## src/design/modexp_pkg.sv

```systemverilog
`timescale 1ns / 1ps
`default_nettype none
// ----------------------------------------------------------------------------
// modexp_pkg: shared types and constants
// Operand width, derived counter width and sequencer states for the
// modular exponentiation block.
// ----------------------------------------------------------------------------
package modexp_pkg;

	localparam int OPERAND_BITS = 40;
	localparam int CNT_W        = $clog2(OPERAND_BITS);
	localparam int WIDE_W       = OPERAND_BITS + 2;

	typedef logic [OPERAND_BITS-1:0] operand_t;
	typedef logic [CNT_W-1:0]        bit_cnt_t;
	typedef logic [WIDE_W-1:0]       wide_t;

	typedef enum logic [2:0] {
		ST_IDLE,
		ST_REDUCE,
		ST_CHECK,
		ST_MUL_P,
		ST_MUL_B,
		ST_DONE
	} state_t;

endpackage
`default_nettype wire

```

## src/design/modexp_req_if.sv

```systemverilog
`timescale 1ns / 1ps
`default_nettype none
// ----------------------------------------------------------------------------
// modexp_req_if: request channel
// Valid/ready channel carrying base, exponent and modulus.
// ----------------------------------------------------------------------------
interface modexp_req_if;
	import modexp_pkg::*;

	logic     valid;
	logic     ready;
	operand_t base_value;
	operand_t power;
	operand_t modulus;

	modport source (output valid, output base_value, output power, output modulus,
		input ready);
	modport sink (input valid, input base_value, input power, input modulus,
		output ready);

endinterface
`default_nettype wire

```

## src/design/modexp_rsp_if.sv

```systemverilog
`timescale 1ns / 1ps
`default_nettype none
// ----------------------------------------------------------------------------
// modexp_rsp_if: response channel
// Valid/ready channel carrying the residue.
// ----------------------------------------------------------------------------
interface modexp_rsp_if;
	import modexp_pkg::*;

	logic     valid;
	logic     ready;
	operand_t residue;

	modport source (output valid, output residue, input ready);
	modport sink (input valid, input residue, output ready);

endinterface
`default_nettype wire

```

## src/design/modular_exponentiation.sv

```systemverilog
`timescale 1ns / 1ps
`default_nettype none
// ----------------------------------------------------------------------------
// modular_exponentiation: base ^ power mod modulus
// Right-to-left square and multiply; every modular product is formed
// bit-serially by one shared double-add-reduce unit, one operand bit a cycle.
// ----------------------------------------------------------------------------
// latency from accept to result valid grows with the bit length of power and
// with its number of set bits, as the shared double-add-reduce unit forms
// every product one operand bit at a time
// throughput: one word at a time, the next request is taken once the result
// has moved into the output register
// reset clears the sequencer and the output valid; nothing is kept between words
module modular_exponentiation (
	input  wire          clk,
	input  wire          arst_n,
	modexp_req_if.sink   req,
	modexp_rsp_if.source rsp
);
	import modexp_pkg::*;

	state_t   state_q, state_d;
	operand_t acc_q;
	operand_t x_q;
	operand_t y_q;
	operand_t base_q;
	operand_t prod_q;
	operand_t expo_q;
	operand_t mod_q;
	bit_cnt_t cnt_q;
	operand_t residue_q;
	logic     rsp_valid_q;

	logic     last_bit;
	logic     rsp_load;
	logic     req_ready;
	operand_t addend;
	wide_t    sum_w, mod_w, mod2_w, diff1_w, diff2_w;
	operand_t unit_res;

	localparam bit_cnt_t CNT_TOP = bit_cnt_t'(OPERAND_BITS - 1);
	localparam operand_t ONE     = operand_t'(1);

	assign last_bit = (cnt_q == '0);

	// shared unit: (2*acc + addend) mod m, addend taken when the top bit of y is set
	always_comb begin
		addend  = y_q[OPERAND_BITS-1] ? x_q : '0;
		sum_w   = {1'b0, acc_q, 1'b0} + {2'b00, addend};
		mod_w   = {2'b00, mod_q};
		mod2_w  = {1'b0, mod_q, 1'b0};
		diff1_w = sum_w - mod_w;
		diff2_w = sum_w - mod2_w;
		if (mod_q == '0) begin
			// no reduction: wraps at the operand width
			unit_res = sum_w[OPERAND_BITS-1:0];
		end else if (sum_w >= mod2_w) begin
			unit_res = diff2_w[OPERAND_BITS-1:0];
		end else if (sum_w >= mod_w) begin
			unit_res = diff1_w[OPERAND_BITS-1:0];
		end else begin
			unit_res = sum_w[OPERAND_BITS-1:0];
		end
	end

	// next state
	always_comb begin
		state_d = state_q;
		case (state_q)
			ST_IDLE: begin
				if (req.valid) state_d = ST_REDUCE;
			end
			ST_REDUCE: begin
				if (last_bit) state_d = ST_CHECK;
			end
			ST_CHECK: begin
				if (expo_q == '0) state_d = ST_DONE;
				else if (expo_q[0]) state_d = ST_MUL_P;
				else state_d = ST_MUL_B;
			end
			ST_MUL_P: begin
				if (last_bit) state_d = ST_MUL_B;
			end
			ST_MUL_B: begin
				if (last_bit) state_d = ST_CHECK;
			end
			ST_DONE: begin
				if (!rsp_valid_q || rsp.ready) state_d = ST_IDLE;
			end
			default: state_d = ST_IDLE;
		endcase
	end

	// control outputs
	always_comb begin
		req_ready = 1'b0;
		rsp_load  = 1'b0;
		case (state_q)
			ST_IDLE: req_ready = 1'b1;
			ST_DONE: rsp_load = !rsp_valid_q || rsp.ready;
			default: begin
				req_ready = 1'b0;
				rsp_load  = 1'b0;
			end
		endcase
	end

	always_ff @(posedge clk or negedge arst_n) begin
		if (!arst_n) begin
			state_q <= ST_IDLE;
		end else begin
			state_q <= state_d;
		end
	end

	always_ff @(posedge clk) begin
		case (state_q)
			ST_IDLE: begin
				if (req.valid) begin
					// reduce the base first: shift its bits in with an addend of one
					y_q    <= req.base_value;
					x_q    <= ONE;
					acc_q  <= '0;
					cnt_q  <= CNT_TOP;
					expo_q <= req.power;
					mod_q  <= req.modulus;
				end
			end
			ST_REDUCE: begin
				acc_q <= unit_res;
				y_q   <= y_q << 1;
				cnt_q <= cnt_q - 1'b1;
				if (last_bit) begin
					base_q <= unit_res;
					prod_q <= ONE;
				end
			end
			ST_CHECK: begin
				acc_q <= '0;
				cnt_q <= CNT_TOP;
				y_q   <= base_q;
				x_q   <= expo_q[0] ? prod_q : base_q;
			end
			ST_MUL_P: begin
				if (last_bit) begin
					prod_q <= unit_res;
					// set up the squaring of the base
					acc_q  <= '0;
					cnt_q  <= CNT_TOP;
					x_q    <= base_q;
					y_q    <= base_q;
				end else begin
					acc_q <= unit_res;
					y_q   <= y_q << 1;
					cnt_q <= cnt_q - 1'b1;
				end
			end
			ST_MUL_B: begin
				acc_q <= unit_res;
				y_q   <= y_q << 1;
				cnt_q <= cnt_q - 1'b1;
				if (last_bit) begin
					base_q <= unit_res;
					expo_q <= expo_q >> 1;
				end
			end
			default: begin
				acc_q <= acc_q;
			end
		endcase
	end

	always_ff @(posedge clk or negedge arst_n) begin
		if (!arst_n) begin
			rsp_valid_q <= 1'b0;
		end else if (rsp_load) begin
			rsp_valid_q <= 1'b1;
		end else if (rsp.ready) begin
			rsp_valid_q <= 1'b0;
		end
	end

	always_ff @(posedge clk) begin
		if (rsp_load) begin
			residue_q <= prod_q;
		end
	end

	assign req.ready   = req_ready;
	assign rsp.valid   = rsp_valid_q;
	assign rsp.residue = residue_q;

endmodule
`default_nettype wire
```

## src/flat_wrapper.sv

```systemverilog
// flat-port wrapper written by rule: the top's interface ports become plain ports
module modular_exponentiation_flat import modexp_pkg::*;
  (clk, arst_n, req_valid, req_base_value, req_power, req_modulus, req_ready, rsp_valid, rsp_residue, rsp_ready);
  modexp_req_if req_i ();
  modexp_rsp_if rsp_i ();
  input  wire clk;
  input  wire arst_n;
  input wire logic [$bits(req_i.valid)-1:0] req_valid;
  input wire logic [$bits(req_i.base_value)-1:0] req_base_value;
  input wire logic [$bits(req_i.power)-1:0] req_power;
  input wire logic [$bits(req_i.modulus)-1:0] req_modulus;
  output wire logic [$bits(req_i.ready)-1:0] req_ready;
  output wire logic [$bits(rsp_i.valid)-1:0] rsp_valid;
  output wire logic [$bits(rsp_i.residue)-1:0] rsp_residue;
  input wire logic [$bits(rsp_i.ready)-1:0] rsp_ready;
  assign req_i.valid = req_valid;
  assign req_i.base_value = req_base_value;
  assign req_i.power = req_power;
  assign req_i.modulus = req_modulus;
  assign req_ready = req_i.ready;
  assign rsp_valid = rsp_i.valid;
  assign rsp_residue = rsp_i.residue;
  assign rsp_i.ready = rsp_ready;
  modular_exponentiation u_core (.clk(clk), .arst_n(arst_n), .req(req_i), .rsp(rsp_i));
endmodule
```

## config.mk

```make
export PLATFORM = sky130hd
export DESIGN_NAME = modular_exponentiation_flat
export DESIGN_NICKNAME = d
export VERILOG_FILES = /design/src/design/modexp_pkg.sv /design/src/design/modexp_req_if.sv /design/src/design/modexp_rsp_if.sv /design/src/design/modular_exponentiation.sv /design/src/flat_wrapper.sv
export SDC_FILE = /design/constraint.sdc
export NUM_CORES = 1
export LEC_CHECK = 0
export BUFFER_PORTS_ARGS = -buffer_cell sky130_fd_sc_hd__buf_2
export CAP_MARGIN = 20
export CORE_MARGIN = 1.5
export CORE_UTILIZATION = 55
export CTS_CLUSTER_SIZE = 8
export DETAILED_ROUTE_END_ITERATION = 12
export PLACE_DENSITY_LB_ADDON = 0.08
export SLEW_MARGIN = 10
export SYNTH_ARGS = -nofsm -noshare
export SYNTH_HDL_FRONTEND = slang
export SYNTH_SLANG_ARGS = --single-unit
```

## constraint.sdc

```tcl
create_clock -name clk -period 14.5 [get_ports clk]
set_input_delay 1.45 -clock clk [delete_from_list [all_inputs] [get_ports clk]]
set_output_delay 1.45 -clock clk [all_outputs]
set_load 0.03 [all_outputs]
```

=== After elaboration in Yosys (flattened, before gate mapping) ===
Index checks and enable logic that the tools add are counted.

* $add $sub $neg: 4
* $mul: 0
* Divide/modulo/power cells: 0
* $lt $le $gt $ge: 2
* Equal/unequal tests: 11
* Shift operators: 0
* Multiplexer cells: 34
* Bitwise logic cells: 0
* Reduce and logical (&&, ||, !) cells: 19

{| class="wikitable"
|+ Operators with widths
! cell !! number
|-
| 40-bit 2-to-1 mux || 15
|-
| 40-bit one-hot mux with 4 select lines || 2
|-
| 40-bit one-hot mux with 2 select lines || 2
|-
| 40-bit one-hot mux with 3 select lines || 1
|-
| 40-bit zero test || 2
|-
| 40-bit subtractor || 2
|-
| 41-bit by 40-bit adder with 42-bit output || 1
|-
| 42-bit by 40-bit greater-or-equal comparator with 1-bit output || 1
|-
| 42-bit by 41-bit greater-or-equal comparator with 1-bit output || 1
|-
| 6-bit one-hot mux with 4 select lines || 1
|-
| 3-bit 2-to-1 mux || 6
|-
| 3-bit one-hot mux with 5 select lines || 1
|-
| 6-bit 2-to-1 mux || 2
|-
| 2-bit by 1-bit inequality test with 1-bit output, second input constant || 5
|-
| 3-bit AND reduction || 3
|-
| 3-bit by 2-bit equality test with 1-bit output, second input constant || 2
|-
| 3-bit equality test, second input constant || 2
|-
| 6-bit zero test || 1
|-
| 2-bit AND reduction || 3
|-
| 2-bit nonzero test || 3
|-
| 6-bit by 1-bit subtractor with 6-bit output, second input constant || 1
|-
| 1-bit 2-to-1 mux || 4
|-
| 4-bit AND reduction || 1
|-
| 4-bit nonzero test || 1
|-
| 7 further kinds || 7
|}

* Register bits: 330
* Bits in latches: 0
* Memory bits (writable): 0
* Bits in read-only memories: 0
* Input bits: 124
* Output and inout port bits: 42
* Logic and storage cells: 81
* Memories: 0

=== Longest topological paths before layout ===
* Depth in word-level cells: 8
* Depth in mapped cells: 27
* Mapped depth without buffers: 22

=== Worst setup path before layout ===
Ideal clock, no wire load.

* Path kind: reg-to-reg
* Start point: register u_core.y_q[39]
* End point: register u_core.prod_q[12], data pin
* Data arrival time: 5,678 ps
* Data required time: 14,235 ps
* Setup slack: 8,558 ps
* Cell stages (with the launch flop): 27
* Buffers on the path: 4
* Path through: edfxtp_1 clkbuf_1 clkbuf_1 and2_1 ha_1 fa_1 a21o_1 a221oi_2 nor3_1 or3_1 a31oi_2 o211ai_1 a21o_1 and2_1 ha_1 a211oi_1 o211ai_1 o21a_1 o211a_1 a211oi_4 o21a_2 nand2_4 o21a_1 buf_6 buf_6 o221ai_2 nor2_1

* Cells in the longest elaborated chain, start to end: 8
* Elaborated cells between the ends (all ways): 11

{| class="wikitable"
|+ Ends and longest elaborated chain
! item !! line !! RTL
|-
| start: declaration || modular_exponentiation.sv:25 || <nowiki>operand_t y_q;</nowiki>
|-
| start signal: assignment || modular_exponentiation.sv:121 || <nowiki>y_q <= req.base_value;</nowiki>
|-
| start signal: assignment || modular_exponentiation.sv:131 || <nowiki>y_q <= y_q << 1;</nowiki>
|-
| start signal: assignment || modular_exponentiation.sv:141 || <nowiki>y_q <= base_q;</nowiki>
|-
| 40-bit 2-to-1 mux (*) || modular_exponentiation.sv:48 || <nowiki>addend = y_q[OPERAND_BITS-1] ? x_q : '0;</nowiki>
|-
| 41-bit by 40-bit adder with 42-bit output (*) || modular_exponentiation.sv:49 || <nowiki>sum_w = {1'b0, acc_q, 1'b0} + {2'b00, addend};</nowiki>
|-
| 40-bit subtractor / 42-bit by 40-bit greater-or-equal comparator with 1-bit output (equally long branches) || modular_exponentiation.sv:52, modular_exponentiation.sv:59 ||
|-
| 40-bit 2-to-1 mux || modular_exponentiation.sv:59 || <nowiki>end else if (sum_w >= mod_w) begin</nowiki>
|-
| 40-bit 2-to-1 mux || modular_exponentiation.sv:57 || <nowiki>end else if (sum_w >= mod2_w) begin</nowiki>
|-
| 40-bit 2-to-1 mux (*) || modular_exponentiation.sv:54 || <nowiki>if (mod_q == '0) begin</nowiki>
|-
| 40-bit 2-to-1 mux (*) || modular_exponentiation.sv:145 || <nowiki>if (last_bit) begin</nowiki>
|-
| 40-bit one-hot mux with 2 select lines (*) || modular_exponentiation.sv:117 || <nowiki>case (state_q)</nowiki>
|-
| end signal: assignment || modular_exponentiation.sv:146 || <nowiki>prod_q <= unit_res;</nowiki>
|-
| end: declaration || modular_exponentiation.sv:27 || <nowiki>operand_t prod_q;</nowiki>
|}

Mark *: on every way between the ends. The rest lies on a longest branch, timed or not. The select of a mux whose other input is x is not followed.
A chain may end at the register's enable or synchronous reset.

=== Worst setup path in the final report ===
* Start point: register u_core.y_q[39]
* End point: register u_core.base_q[10], data pin

* Cells in the longest elaborated chain, start to end: 6
* Elaborated cells between the ends (all ways): 9

{| class="wikitable"
|+ Ends and longest elaborated chain
! item !! line !! RTL
|-
| 40-bit 2-to-1 mux (*) || modular_exponentiation.sv:48 ||
|-
| 41-bit by 40-bit adder with 42-bit output (*) || modular_exponentiation.sv:49 ||
|-
| 40-bit subtractor / 42-bit by 40-bit greater-or-equal comparator with 1-bit output (equally long branches) || modular_exponentiation.sv:52, modular_exponentiation.sv:59 ||
|-
| 40-bit 2-to-1 mux || modular_exponentiation.sv:59 ||
|-
| 40-bit 2-to-1 mux || modular_exponentiation.sv:57 ||
|-
| 40-bit 2-to-1 mux (*) || modular_exponentiation.sv:54 ||
|-
| named net u_core.unit_res[10] || modular_exponentiation.sv:39 || <nowiki>operand_t unit_res;</nowiki>
|-
| end signal: assignment || modular_exponentiation.sv:134 || <nowiki>base_q <= unit_res;</nowiki>
|-
| end signal: assignment || modular_exponentiation.sv:163 || <nowiki>base_q <= unit_res;</nowiki>
|-
| end: declaration || modular_exponentiation.sv:26 || <nowiki>operand_t base_q;</nowiki>
|}

The timed path passes the listed nets; every way through them passes the cells marked *.

==> results.cfg <==
[status]
status = completed

[timing]
setup_viol = 0
tns_ns = 0
fin_skew_ns = 0.0288
rsz0062_at_grt = false
finalCritPeriodShare_pct = 48.3
fmax_ghz = 0.143
drv_slew = 0
relSlewSlack_pct = 29.1
fin_crit_ns = 7.00
worst_pin_slew_ns = 1.06
hold_viol_final = 0

[layout]
fin_util_pct = 62.7
layoutNonFillerInstCount = 2565
drive_gt1_share_pct = 16.7
nets = 2331
antenna_cells = 0
syn_to_final_growth_pct = 12.5

[route]
viasPerCell = 6.29
totalWireLength_mm = 58.6
post-route-drc-count = 0
drtPass1Iterations = 7
vias = 16100
ant_nets = 0
wire_per_inst_um = 22.8
drt_iter0_markers = 1672

[logic_synthesis]
synth_cell_type_count = 90
synth-edff-count = 326
synth_top_area_share_pct = 48.0
synth.area.top_cells = edfxtp_1 48%, ha_1 7.4%, a21oi_1 4.1%
ys_ff_latch = 330
yosysWarnings = 0
syn_inst = 1935
synth_seq_area_share_pct = 48.5
synthArstFlopShare_pct = 1.21
synth_area_sq_um = 20400
synth-main-ff-cell = edfxtp_1
syn_avg_cell_area_sq_um = 10.5
synth.net_count = 2183
synth_top_area_cell = edfxtp_1

[floorplanning]
die_x_um = 196
coreArea_sq_um = 36600
ios = 166
fp.dieH_um = 196
die-area_sq_um = 38300
std_cell_rows = 70
start_util_pct = 55.7

[run]
drv_cap = 0

[global_routing]
grt_max_degree = 75
grt_pass1_wl_mm = 88.9
grt_usage_pct = 30.7
grt_overflow = 0
antenna_found_initial = 1
grt_pass1_vias = 15300

[cts]
insertion_delay_ns = 0.58
h-tree-depth = 2
cts_tree = built
cts_buffers = 47
post_cts_buffers = 0
cts.path.max_buffers = 3
hold_buffers = 0
ctsResizeCount = 0
cts.clk_slew.worst_paths_ns = 0.05
cts_num_sinks = 330
clock-root-buffer = clkbuf_16

[setup_path]
reg2regPathDepth = 23
cp_data_required_time_ns = 14.79
worstPathMaxFanout = 40
cp-start-kind = register
worst_ep_arrival_time_ns = 7.30
crit_type = reg2reg
cp_num_cells = 23
reg2reg_to = u_core.base_q[10]
critPathMaxStageDelay_ns = 0.79
cp_cell_sequence = buf_4 > and2_1 > ha_1 > fa_1 > a21o_1 > a221oi_2 > nor3_1 > or3_1 > a31oi_2 > o211ai_1 > a21o_1 > and2_1 > ha_1 > nand4_1 > nor2_1 > nand4_1 > nor4_1 > nor4_1 > o41a_1 > o31ai_4 > o21ai_2 > a222oi_1 > inv_1
worst_path_max_delay_cell = a222oi_1
reg2reg_from = u_core.y_q[39]
crit_family = compound AO/OA/AOI/OAI gates
end_kind = register
cp_num_buf_inv = 2
rrSetupSlack_ns = 7.50

[placement]
dpl.cell_count = 2500
place_congestion = 0.946
hpwl_mm = 43.9
io_buffers = 165

[min_path]
hold_depth = 0
hold_class = reg2reg
min_to = u_core.rsp.residue[25]
hp-start = u_core.prod_q[25]
==> how the worst max path moves through the flow <==
stage / start / endpoint / slack, ns
final: u_core.y_q[39] / u_core.base_q[10] / 7.50
after global routing: u_core.y_q[39] / u_core.base_q[10] / 7.06
after CTS: u_core.y_q[39] / u_core.prod_q[19] / 7.56
after detailed placement: u_core.y_q[39] / u_core.prod_q[19] / 7.58
after global placement: u_core.y_q[39] / u_core.prod_q[19] / 7.77
after floorplan: u_core.y_q[39] / u_core.prod_q[12] / 8.56
==> Yosys cell counts, types with 41 or more instances <==
| cell | n |
|---|---|
| nand2_1 | 182 |
| o21ai_0 | 57 |
| inv_1 | 139 |
| ha_1 | 121 |
| edfxtp_1 | 326 |
| a222oi_1 | 41 |
| xnor2_1 | 74 |
| a21oi_1 | 169 |
| and2_1 | 49 |
| a21o_1 | 50 |
| clkbuf_1 | 59 |
| nor2_1 | 143 |
==> worst reg2reg max path, stage by stage (launching register included) <==
cell and delay [ns]:
edfxtp_1 0.35, buf_4 0.25, and2_1 0.21, ha_1 0.20, fa_1 0.40, a21o_1 0.22
a221oi_2 0.35, nor3_1 0.16, or3_1 0.40, a31oi_2 0.32, o211ai_1 0.16, a21o_1 0.19
and2_1 0.23, ha_1 0.41, nand4_1 0.16, nor2_1 0.20, nand4_1 0.14, nor4_1 0.30
nor4_1 0.11, o41a_1 0.50, o31ai_4 0.19, o21ai_2 0.34, a222oi_1 0.80, inv_1 0.11
==> cells in the final DEF (no fill, tap or decap), types with 39 or more instances in the layout <==
cell / synthesis / final
and2_1: 49 / 48
a222oi_1: 41 / 41
nor2_1: 143 / 141
a21o_1: 50 / 50
ha_1: 121 / 121
buf_2: 15 / 165
o21ai_0: 57 / 57
xnor2_1: 74 / 74
mux2_2: 39 / 39
edfxtp_1: 326 / 326
nand2_1: 182 / 182
a21oi_1: 169 / 167
nand3_1: 40 / 40
clkbuf_16: 0 / 48
inv_1: 139 / 139
==> logic make-up after synthesis <==
kind of cell	share of synthesized area [%]
compound gates	18.6
xor+xnor	4.63
fa+ha+maj	7.71
buf+inv	4.51
flops	48.5
mux	2.23
simple gates	13.9
==> flip-flops by register name, summed over array words and instances (netlist names) <==
name                count
u_core.state_q          3
u_core.rsp.valid        1
u_core.base_q          40
u_core.mod_q           40
u_core.x_q             40
u_core.expo_q          40
u_core.prod_q          40
u_core.acc_q           40
u_core.cnt_q            6
u_core.rsp.residue     40
u_core.y_q             40
==> metal layers <==
layer  GRT usage, %  vias up  wire length, um
met5              0        -                0
met4           10.4        0             1660
met1           46.9     7740            26800
met2           44.0      769            24600
li1               -     7518                -
met3           5.37       96             5470
==> stage by stage <==
stage	worst slack [ns]	hold WS, ns	instance area [sq um]
final	7.50	0.450	23000
after floorplan	8.56	0.426	20400
after global placement	7.77	0.430	21600
after detailed placement	7.58	0.437	21600
after global routing	7.06	0.469	23000
after CTS	7.56	0.451	22900
==> final cells by class <==
| cell class | count | area, sq um |
|---|---|---|
| well taps | 468 | 586 |
| multi-input cells | 1380 | 9660 |
| flip-flops and latches | 330 | 9890 |
| inverters | 140 | 526 |
| fillers | 3008 | 13700 |
| clock inverters | 4 | 55.1 |
| repair buffers | 184 | 993 |
| clock buffers | 59 | 1240 |
Power is left out: the tool's default activity adds up to more than one toggle a clock period on the data nets, which glitch-free logic cannot reach.
